## src/rtl/wpi_pkg.sv

```systemverilog
// ---------------------------------------------------------------------------
// wpi_pkg
// Shared types and constants for the waypoint path interpolator.
// ---------------------------------------------------------------------------
package wpi_pkg;

    localparam int MaxWaypointsDef    = 64;
    localparam int MaxSegmentPointsDef = 4095;
    localparam int IterW              = 6;
    localparam logic [IterW-1:0] ITER_LAST = 6'd32;

    localparam logic [1:0] CFG_WCOUNT = 2'd0;
    localparam logic [1:0] CFG_DWELL  = 2'd1;
    localparam logic [1:0] CFG_PPD    = 2'd2;
    localparam logic [1:0] CFG_DELAY  = 2'd3;

    localparam logic KIND_LOAD = 1'b0;

    typedef struct packed {
        logic               kind;
        logic [5:0]         wp_index;
        logic signed [31:0] wp_x;
        logic signed [31:0] wp_y;
        logic [31:0]        elapsed_time;
    } t_in_item;

    typedef struct packed {
        logic signed [31:0] pos_x;
        logic signed [31:0] pos_y;
        logic               pos_valid;
        logic               advanced;
    } t_out_item;

    typedef enum logic [1:0] {
        PH_DELAY,
        PH_SEG,
        PH_LAST
    } t_phase;

    typedef enum logic [4:0] {
        OP_NONE,
        OP_LOAD,
        OP_TICK,
        OP_ENTER_SEG,
        OP_SET_LAST,
        OP_RD_SEG0,
        OP_RD_SEG1,
        OP_DIFF,
        OP_SQ,
        OP_SQRT_INIT,
        OP_SQRT,
        OP_MUL,
        OP_SKIP,
        OP_DIV_INIT,
        OP_DIV,
        OP_DIV_FIN,
        OP_ADVANCE,
        OP_FIRST,
        OP_RD_PT,
        OP_PT_MUL,
        OP_PT_SUM,
        OP_EMIT_POS,
        OP_EMIT_ZERO
    } t_op;

    typedef struct packed {
        t_op  op;
        logic adv;
    } t_cmd;

    typedef struct packed {
        t_phase phase;
        logic   delay_done;
        logic   seg_active;
        logic   seg_end;
        logic   npts_zero;
        logic   iter_last;
        logic   below_dwell;
        logic   first_pending;
        logic   out_free;
    } t_status;

    typedef enum logic [4:0] {
        ST_IDLE,
        ST_SETTLE,
        ST_RD1,
        ST_DIFF,
        ST_SQ,
        ST_SQRT_INIT,
        ST_SQRT,
        ST_MUL,
        ST_CHK,
        ST_DIV,
        ST_DIV_FIN,
        ST_DECIDE,
        ST_RD_PT,
        ST_PT_MUL,
        ST_PT_SUM,
        ST_EMIT,
        ST_EMIT_ZERO
    } t_state;

endpackage

```

## src/rtl/wpi_ctrl.sv

```systemverilog
// ---------------------------------------------------------------------------
// wpi_ctrl
// Sequencer: settles the walk, runs segment setup, decides and emits.
// ---------------------------------------------------------------------------
module wpi_ctrl
    import wpi_pkg::*;
(
    input  logic    i_clk,
    input  logic    i_rst_n,
    input  logic    i_in_valid,
    input  logic    i_kind,
    output logic    o_in_stall,
    input  t_status i_status,
    output t_cmd    o_cmd
);

    t_state r_state, n_state;
    logic   r_adv, n_adv;

    always_ff @(posedge i_clk) begin
        if (!i_rst_n) begin
            r_state <= ST_IDLE;
            r_adv   <= 1'b0;
        end else begin
            r_state <= n_state;
            r_adv   <= n_adv;
        end
    end

    assign o_in_stall = (r_state != ST_IDLE);

    always_comb begin
        n_state   = r_state;
        n_adv     = r_adv;
        o_cmd.op  = OP_NONE;
        o_cmd.adv = r_adv;
        case (r_state)
            ST_IDLE: begin
                if (i_in_valid) begin
                    if (i_kind == KIND_LOAD) begin
                        o_cmd.op = OP_LOAD;
                    end else begin
                        o_cmd.op = OP_TICK;
                        n_adv    = 1'b0;
                        n_state  = ST_SETTLE;
                    end
                end
            end
            ST_SETTLE: begin
                case (i_status.phase)
                    PH_DELAY: begin
                        if (i_status.delay_done) begin
                            o_cmd.op = OP_ENTER_SEG;
                        end else begin
                            n_state = ST_DECIDE;
                        end
                    end
                    PH_SEG: begin
                        if (i_status.seg_active) begin
                            n_state = ST_DECIDE;
                        end else if (i_status.seg_end) begin
                            o_cmd.op = OP_SET_LAST;
                            n_state  = ST_DECIDE;
                        end else begin
                            o_cmd.op = OP_RD_SEG0;
                            n_state  = ST_RD1;
                        end
                    end
                    PH_LAST: n_state = ST_DECIDE;
                    default: o_cmd.op = OP_SET_LAST;
                endcase
            end
            ST_RD1: begin
                o_cmd.op = OP_RD_SEG1;
                n_state  = ST_DIFF;
            end
            ST_DIFF: begin
                o_cmd.op = OP_DIFF;
                n_state  = ST_SQ;
            end
            ST_SQ: begin
                o_cmd.op = OP_SQ;
                if (i_status.iter_last) n_state = ST_SQRT_INIT;
            end
            ST_SQRT_INIT: begin
                o_cmd.op = OP_SQRT_INIT;
                n_state  = ST_SQRT;
            end
            ST_SQRT: begin
                o_cmd.op = OP_SQRT;
                if (i_status.iter_last) n_state = ST_MUL;
            end
            ST_MUL: begin
                o_cmd.op = OP_MUL;
                n_state  = ST_CHK;
            end
            ST_CHK: begin
                if (i_status.npts_zero) begin
                    o_cmd.op = OP_SKIP;
                    n_state  = ST_SETTLE;
                end else begin
                    o_cmd.op = OP_DIV_INIT;
                    n_state  = ST_DIV;
                end
            end
            ST_DIV: begin
                o_cmd.op = OP_DIV;
                if (i_status.iter_last) n_state = ST_DIV_FIN;
            end
            ST_DIV_FIN: begin
                o_cmd.op = OP_DIV_FIN;
                n_state  = ST_SETTLE;
            end
            ST_DECIDE: begin
                if (r_adv) begin
                    n_state = ST_RD_PT;
                end else if (i_status.below_dwell) begin
                    if (i_status.first_pending) begin
                        o_cmd.op = OP_FIRST;
                        n_state  = ST_RD_PT;
                    end else begin
                        n_state = ST_EMIT_ZERO;
                    end
                end else begin
                    o_cmd.op = OP_ADVANCE;
                    n_adv    = 1'b1;
                    n_state  = ST_SETTLE;
                end
            end
            ST_RD_PT: begin
                o_cmd.op = OP_RD_PT;
                n_state  = ST_PT_MUL;
            end
            ST_PT_MUL: begin
                o_cmd.op = OP_PT_MUL;
                n_state  = ST_PT_SUM;
            end
            ST_PT_SUM: begin
                o_cmd.op = OP_PT_SUM;
                n_state  = ST_EMIT;
            end
            ST_EMIT: begin
                if (i_status.out_free) begin
                    o_cmd.op = OP_EMIT_POS;
                    n_state  = ST_IDLE;
                end
            end
            ST_EMIT_ZERO: begin
                if (i_status.out_free) begin
                    o_cmd.op = OP_EMIT_ZERO;
                    n_state  = ST_IDLE;
                end
            end
            default: n_state = ST_IDLE;
        endcase
    end

endmodule

```

## config.mk

```make
export PLATFORM = sky130hd
export DESIGN_NAME = wpi_ctrl
export DESIGN_NICKNAME = d
export VERILOG_FILES = /design/src/rtl/wpi_pkg.sv /design/src/rtl/wpi_ctrl.sv
export SDC_FILE = /design/constraint.sdc
export NUM_CORES = 1
export LEC_CHECK = 0
export BUFFER_PORTS_ARGS = -buffer_cell sky130_fd_sc_hd__buf_2
export CAP_MARGIN = 15
export CORE_AREA = 2 2 50 52
export CTS_CLUSTER_SIZE = 24
export DETAILED_ROUTE_END_ITERATION = 10
export DIE_AREA = 0 0 52 54
export GPL_TIMING_DRIVEN = 1
export PLACE_DENSITY_LB_ADDON = 0.1
export SKIP_CTS_REPAIR_TIMING = 1
export SLEW_MARGIN = 5
export SYNTH_ARGS = -nofsm -noshare
export SYNTH_HDL_FRONTEND = slang
export SYNTH_SLANG_ARGS = --single-unit
```

## constraint.sdc

```tcl
create_clock -name i_clk -period 1.9 [get_ports i_clk]
set_input_delay 0.19 -clock i_clk [delete_from_list [all_inputs] [get_ports i_clk]]
set_output_delay 0.19 -clock i_clk [all_outputs]
set_load 0.1 [all_outputs]
```

# Word-level counts from Yosys, hierarchy flattened

Index checks and enable logic that the tools add are counted.

Bits in registers: 6
Input bits: 14
Output and inout port bits: 7
Logic and storage cells: 68

Eq/ne operators: 26
Muxes and demuxes: 33
Reductions and logical operators: 7

Operators by type and width:

| operator                                              | count |
|---|---|
| case mux 5 bit (17 select lines)                      | 1 |
| case mux 5 bit (16 select lines)                      | 1 |
| two-way mux 5 bit                                     | 15 |
| equality test 5 x 4 -> 1 bit, second input constant   | 8 |
| equality test 5 x 3 -> 1 bit, second input constant   | 4 |
| case mux 5 bit (3 select lines)                       | 1 |
| two-way mux 4 bit                                     | 3 |
| equality test 5 x 2 -> 1 bit, second input constant   | 2 |
| inequality test 2 bit, second input constant          | 5 |
| case mux 3 bit (3 select lines)                       | 1 |
| AND reduction 8 bit                                   | 1 |
| two-way mux 1 bit                                     | 6 |
| two-way mux 2 bit                                     | 3 |
| equality test 5 x 1 -> 1 bit, second input constant   | 1 |
| equality test 5 bit, second input constant            | 1 |
| zero test 5 bit                                       | 1 |
| nonzero test 5 bit                                    | 1 |
| inequality test 4 x 2 -> 1 bit, second input constant | 1 |
| two-way mux 3 bit                                     | 1 |
| inequality test 3 bit, second input constant          | 1 |
| AND reduction 3 bit                                   | 1 |
| equality test 2 x 1 -> 1 bit, second input constant   | 1 |
| equality test 2 bit, second input constant            | 1 |
| zero test 2 bit                                       | 1 |
| 4 further kinds                                       | 4 |

# Logic depth before layout (Yosys ltp)

Gate-level depths: netlist of the first run.

Word-level depth: 4
Depth in mapped cells: 7

# Worst setup path before layout of the first run

Ideal clock, no wire load.

Path type: flip-flop to output port
From: register r_state[3]
To: output o_cmd[1] in the netlist's numbering
Arrival time: 2.633 ns
Slack: -0.923 ns
Stages on the path, launching flop included: 7
Path buffers: 1
Cells stage by stage: dfxtp_1 -> buf_6 -> nor4_4 -> nand2_1 -> nor3b_1 -> a31oi_1 -> o211ai_1

RTL lines:

| item                   | line           | RTL |
|---|---|---|
| from (decl)            | wpi_ctrl.sv:17 | `t_state r_state, n_state;` |
| from (signal assigned) | wpi_ctrl.sv:25 | `r_state <= n_state;` |
| to (decl)              | wpi_ctrl.sv:14 | `output t_cmd o_cmd` |

==> load_flow_metrics.sql, run 1 <==
INSERT INTO impl_metrics (metric_group, metric, value, unit) VALUES
('floorplanning', 'initial_utilization', '37.3', '%'),
('synth', 'synth_simple_gate_area_share', '31.9', '%'),
('clocking', 'clkSinkCount', '6', ''),
('clocking', 'tritoncts', 'done', ''),
('global_routing', 'grt_pass1_wl', '4080', 'µm'),
('setup_path', 'worst_path_slowest_cell', 'dfxtp_4', ''),
('finish', 'area_growth_syn_to_layout', '41.5', '%'),
('synth', 'synth.top_cells.by_area', 'dfxtp_1 (14%), nand2_1 (5.2%), nor2_1 (4.8%)', ''),
('setup_path', 'critPathBufInv', '1', ''),
('synth', 'net_count_after_synthesis', '137', ''),
('synth', 'synth_edf_count', '0', ''),
('synth', 'mux_cell_area_share_after_synthesis', '4.62', '%'),
('place', 'numPortBuffers', '20', ''),
('run', 'max-cap-violations', '0', ''),
('synth', 'synth_area_leader_cell', 'dfxtp_1', ''),
('global_routing', 'grt_use_total', '20.0', '%'),
('setup_path', 'path_delay_family', 'simple AND/OR/NAND/NOR gates', ''),
('finish', 'n_fill_cell', '231', ''),
('routing', 'total_length_of_routed_met3_wires', '119', 'µm'),
('setup_path', 'critPathMaxFanout', '8', ''),
('synth', 'ys_seq_elements', '6', ''),
('setup_path', 'setup.worst_path.start_class', 'register', ''),
('sta', 'layout_min_cycle_time', '1880', 'ps'),
('routing', 'avgViaCountPerCell', '5.78', ''),
('synth', 'synthMostInstantiatedCell', 'nand2_1', ''),
('synth', 'synth.lib_cells_used.distinct', '48', ''),
('routing', 'detail_route.drc_violations', '0', ''),
('global_routing', 'grt_remaining_overflow', '0', ''),
('global_routing', 'antenna_violations_before_repair', '0', ''),
('power_and_ir_drop', 'power.total', '0.00239', 'W'),
('clocking', 'max-clock-path-buffers', '2', ''),
('routing', 'drt_first_iter_violations', '47', ''),
('synth', 'synth_xor_area_share', '0', '%'),
('routing', 'drtAntennaViolNets', '0', ''),
('synth', 'yosys_warnings', '0', ''),
('floorplanning', 'die_area', '0.00281', 'mm²'),
('sta', 'relSlewSlack', '67.8', '%'),
('global_routing', 'maximum_number_of_pins_on_one_net_before_global_route_repair', '21', ''),
('sta', 'finalClockSkew', '3.72', 'ps'),
('place', 'dp.final_hpwl', '1970', 'µm'),
('sta', 'grt_setup_unrepaired', 'yes', ''),
('sta', 'final.setup.worst_slack', '21.5', 'ps'),
('routing', 'vias', '1018', ''),
('synth', 'synthesis.area_per_instance', '7.22', 'µm²'),
('sta', 'worst-slew-pin-transition', '486', 'ps'),
('sta', 'final_min_period_over_clock_period', '98.9', '%'),
('floorplanning', 'die_w', '52', 'µm'),
('status', 'run_status', 'complete, no violations', ''),
('place', 'dp_slack', '125', 'ps'),
('finish', 'num_antenna_cells', '0', ''),
('clocking', 'worst_skew_pair.late_latency', '260', 'ps'),
('clocking', 'cts_buffers', '3', ''),
('synth', 'synth_sequential_area_ratio', '13.9', '%'),
('routing', 'drt_first_pass_iters', '4', ''),
('routing', 'top_layer_reached_by_signal_wires', 'met4', ''),
('clocking', 'h-tree-depth', '1', ''),
('sta', 'holdWs', '232', 'ps'),
('finish', 'finish.net_count', '165', ''),
('sta', 'fmax', '532', 'MHz'),
('synth', 'yosys_most_used_dff', 'dfxtp_1', ''),
('synth', 'synth-adder-area-share', '4.34', '%'),
('finish', 'drive_gt1_share', '42.5', '%'),
('sta', 'final-max-slew-violation-count', '0', ''),
('floorplanning', 'io_pins', '21', ''),
('finish', 'final_design_area_no_fill', '0.00122', 'mm²'),
('power_and_ir_drop', 'p_per_area', '1950', 'mW/mm²'),
('setup_path', 'crit_required', '1710', 'ps'),
('setup_path', 'crit_path_cell_trace', 'nor4_4, nand2_4, nor3b_2, a31oi_1, o211ai_1, clkbuf_16', ''),
('setup_path', 'timing.critical_path.to_type', 'output port', ''),
('floorplanning', 'die_h', '54', 'µm'),
('synth', 'post_synth_design_cell_area', '866', 'µm²');
## layer usage
| metal | global-route usage [%] | up-vias |
|---|---|---|
| met3 | 2.50 | 4 |
| met1 | 26.6 | 479 |
| li1 | - | 501 |
| met5 | 0 | - |
| met4 | 7.89 | 0 |
| met2 | 32.9 | 34 |
## placed cells by master (no fill, tap or decap), types with 3 or more instances in the layout
| cell | netlist | routed |
|---|---|---|
| nor2_2 | 1 | 3 |
| ha_1 | 3 | 3 |
| nand3_1 | 5 | 4 |
| dfxtp_4 | 0 | 3 |
| mux2i_1 | 4 | 4 |
| inv_1 | 6 | 6 |
| buf_4 | 1 | 12 |
| buf_2 | 3 | 15 |
| nand2_1 | 12 | 10 |
| clkbuf_4 | 0 | 3 |
| a21oi_1 | 7 | 7 |
| nor2_1 | 11 | 9 |
| buf_12 | 0 | 4 |
| o21ai_1 | 5 | 6 |
| o31ai_1 | 3 | 3 |
## cells by family after synthesis
| kind of cell | count (synthesis) |
|---|---|
| AOI/OAI and AO/OA | 42 |
| adders and majority gates | 3 |
| buffers and inverters | 17 |
| DFF | 6 |
| muxes | 4 |
| and+or+nand+nor | 48 |
## worst min-delay path, cell delays in order
cell and delay [ps]:
buf_2 140, nand2_1 70, mux2i_1 50
## report_power, final
| group | total (W) | internal, W | switching [W] |
|---|---|---|---|
| sequential | 0.000251 | 0.000171 | 0.0000810 |
| combinational | 0.00200 | 0.000761 | 0.00124 |
| clock | 0.000129 | 0.0000722 | 0.0000573 |
| total | 0.00239 | 0.00100 | 0.00138 |
## final timing paths
path	startpoint	end	slack (ps)	cells after the start
max reg2reg	r_state[3]	r_state[1]	320	6
min reg2reg	r_adv	r_adv	630	1
max	r_state[3]	o_cmd[1]	20	6
min	i_rst_n	r_state[0]	230	3
## sequential cells by signal, indices dropped and copies added, names as in the netlist
| name | count |
|---|---|
| r_state | 5 |
| r_adv | 1 |
## through the flow
step	TNS [ps]	std cells	util, %
after floorplan	-752	120	-
after global placement	0	171	48.9
after detailed placement	0	171	48.9
after CTS	-527	174	49.9
after global routing	-143	176	52.8
final	0	176	52.8
## cell type report
class / count / area, µm² / area share [%]
Clock buffer: 3 / 22.5 / 1.84
Inverter: 8 / 30.0 / 2.45
Multi-Input combinational cell: 97 / 731 / 59.7
Sequential cell: 6 / 134 / 10.9
Tap cell: 30 / 37.5 / 3.06
Timing Repair Buffer: 32 / 270 / 22.1
Note: power is estimated with default switching activity, not from simulation.
==> run 2, diff against run 1 <==
Settings changed: BUFFER_PORTS_ARGS -buffer_cell sky130_fd_sc_hd__buf_2 to not set, CORE_AREA 2 2 50 52 to 2 2 48 50, DIE_AREA 0 0 52 54 to 0 0 50 52, DONT_BUFFER_PORTS set to 1.
==> run 2 against run 1 <==
  * The flow now finishes with violations (negative setup slack)
  * Clock skew about the same
  * Clock power is essentially flat
  * Cell area is 5.5% lower
  * Clock-buffer cell count did not move
  * Combinational power decreased by 7%
  * Sequential power grew 15%
  * First-iteration DRC count decreased by 45%
  * Die area down 7.4%
  * Maximum frequency fell by 2.6%
  * Largest power group unchanged
  * Hold slack got worse by 160 ps
  * Critical path depth stayed put
  * Core utilization increased by 2.2 points
==> load_flow_metrics.sql, run 2 (synthesis results as in run 1) <==
INSERT INTO impl_metrics (metric_group, metric, value, unit) VALUES
('floorplanning', 'die_h', '52', 'µm'),
('finish', 'drive_gt1_share', '34.6', '%'),
('sta', 'grt_setup_unrepaired', 'yes', ''),
('sta', 'holdWs', '72.0', 'ps'),
('sta', 'final.setup.worst_slack', '-28.9', 'ps'),
('global_routing', 'first_global_vias', '928', ''),
('routing', 'drtAntennaViolNets', '0', ''),
('setup_path', 'worst_case_register_to_register_setup_slack', '300', 'ps'),
('finish', 'area_growth_syn_to_layout', '33.7', '%'),
('clocking', 'cts_root_buffer', 'clkbuf_4', ''),
('sta', 'hold_viol', '0', ''),
('clocking', 'h-tree-depth', '1', ''),
('finish', 'final_core_utilization', '55.0', '%'),
('place', 'cells_after_dpl', '156', ''),
('finish', 'n_fill_cell', '191', ''),
('min_path', 'timing.hold.worst.start', 'i_rst_n', ''),
('min_path', 'hold_class', 'in2reg', ''),
('global_routing', 'maximum_number_of_pins_on_one_net_before_global_route_repair', '18', ''),
('finish', 'top_reg_by_flops', 'r_state', ''),
('clocking', 'tritoncts', 'done', ''),
('setup_path', 'worstSetupPathType', 'reg2out', ''),
('min_path', 'holdPathEnd', 'r_state[1]', ''),
('routing', 'drt_first_iter_violations', '26', ''),
('setup_path', 'critical_path.reg2reg.startpoint', 'r_state[2]', ''),
('place', 'final_weighted_congestion_in_routability_driven_placement', '0.865', ''),
('sta', 'fmax', '518', 'MHz'),
('min_path', 'hold_path_depth', '2', ''),
('finish', 'final_design_area_no_fill', '0.00116', 'mm²'),
('power_and_ir_drop', 'p_per_area', '1970', 'mW/mm²'),
('clocking', 'clkSinkCount', '6', ''),
('sta', 'final_min_period_over_clock_period', '102', '%'),
('setup_path', 'arrival', '1740', 'ps'),
('setup_path', 'timing.critical_path.to_type', 'output port', ''),
('setup_path', 'rr_worst_depth', '6', ''),
('status', 'failed_checks', 'negative setup slack', ''),
('setup_path', 'crit_path_cell_trace', 'nand2b_1, nand3b_4, nor2_1, a31oi_1, o211ai_1, clkbuf_16', ''),
('power_and_ir_drop', 'power.total', '0.00228', 'W'),
('power_and_ir_drop', 'worst_ir_drop_vdd', '1.42', 'mV'),
('finish', 'most-common-layout-cells', 'buf_4 (13), nand2_1 (11), nor2_1 (10)', ''),
('clocking', 'max-clock-path-buffers', '2', ''),
('global_routing', 'grt_remaining_overflow', '0', ''),
('run', 'max-cap-violations', '0', ''),
('global_routing', 'grt_pass1_wl', '4160', 'µm'),
('floorplanning', 'die_w', '50', 'µm'),
('sta', 'final-max-slew-violation-count', '0', ''),
('floorplanning', 'core_area', '0.00211', 'mm²'),
('status', 'run_status', 'finished, violations left', ''),
('routing', 'drt_first_pass_iters', '4', ''),
('global_routing', 'antenna_violations_before_repair', '0', ''),
('setup_path', 'critical-path-max-stage-delay', '390', 'ps'),
('setup_path', 'setup.worst_path.start_class', 'register', ''),
('floorplanning', 'num_rows', '17', ''),
('finish', 'finish.net_count', '152', ''),
('place', 'numPortBuffers', '0', ''),
('finish', 'final_cells', '161', ''),
('sta', 'layout_min_cycle_time', '1930', 'ps'),
('sta', 'worst-slew-pin-transition', '693', 'ps'),
('setup_path', 'critPathMaxFanout', '11', ''),
('clocking', 'worst_skew_pair.late_latency', '250', 'ps'),
('finish', 'largestRegisters', 'r_state x5, r_adv x1', ''),
('sta', 'relSlewSlack', '53.6', '%'),
('finish', 'num_antenna_cells', '0', ''),
('routing', 'drt-wirelength-per-cell', '15.6', 'µm'),
('finish', 'max_ffs_per_register', '5', ''),
('floorplanning', 'initial_utilization', '41.1', '%'),
('floorplanning', 'die_area', '0.00260', 'mm²'),
('sta', 'finalClockSkew', '4.21', 'ps'),
('routing', 'routed_wirelength', '2510', 'µm'),
('power_and_ir_drop', 'power.leakage', '0.446', 'nW'),
('sta', 'finalSetupViolCount', '2', ''),
('clocking', 'cts_buffers', '3', ''),
('routing', 'vias', '962', ''),
('setup_path', 'worst_r2r_endpoint', 'r_state[1]', ''),
('place', 'dp.final_hpwl', '1930', 'µm'),
('routing', 'detail_route.drc_violations', '0', ''),
('setup_path', 'worst_path_slowest_cell', 'dfxtp_4', ''),
('floorplanning', 'io_pins', '21', ''),
('setup_path', 'crit_required', '1710', 'ps'),
('place', 'placement.cell_area', '0.00108', 'mm²'),
('clocking', 'path_clk_slew', '50', 'ps'),
('finish', 'layout.cells.most_common', 'buf_4', ''),
('routing', 'avgViaCountPerCell', '5.98', ''),
('global_routing', 'grt_use_total', '20.6', '%');
[run 2: cell count changes in the layout (fill, tap and decap cells not counted), sizes merged]
cell | previous run | this run
buf | 31 | 18
[run 2: report_power, final]
part	switching [W]	internal, W	total [W]	leakage (nW)
Combinational	0.00118	0.000676	0.00186	0.380
Clock	0.0000551	0.0000721	0.000127	0.0138
Sequential	0.000114	0.000174	0.000288	0.0522
Total	0.00135	0.000922	0.00228	0.446
[run 2: final cells by class]
type,count,area (µm²),area share [%]
multi-input combinational,97,717,61.9
timing repair buffer,19,214,18.5
inverter,8,32.5,2.81
clock buffer,3,22.5,1.95
sequential,6,136,11.8
tap,28,35.0,3.03
[run 2: per-layer routing]
layer | routed length [µm] | part of all wire (%) | global-route usage, %
met3 | 119 | 4.7 | 2.87
met4 | 27 | 1.1 | 6.48
met5 | 0 | 0 | 0
met1 | 1140 | 45 | 27.5
met2 | 1220 | 49 | 34.2
[run 2: worst max-delay path, delay by kind of cell, from the launching register on]
kind	cells	cell delay [ps]
buffers and inverters	1	260
AO/OA/AOI/OAI	2	250
AND/OR/NAND/NOR	3	590
flip-flops	1	390
[run 2: through the flow]
stage	setup slack, ps	setup TNS [ps]
floorplan	-552	-752
global placement	28.6	0
detailed placement	-10.6	-19.1
CTS	-284	-1010
global route	-84.0	-215
finish	-28.9	-47.7
[run 2: worst max-delay path by stage]
stage / start / endpoint / slack (ps) / depth (start not counted)
2_1_floorplan: r_state[0] / o_cmd[1] / -550 / 6
3_3_place_gp: r_state[1] / o_cmd[1] / 30 / 6
3_5_place_dp: r_state[1] / o_cmd[5] / -10 / 6
4_1_cts: r_state[1] / o_cmd[1] / -280 / 6
5_1_grt: r_state[0] / o_cmd[1] / -80 / 6
6_report: r_state[2] / o_cmd[1] / -30 / 6
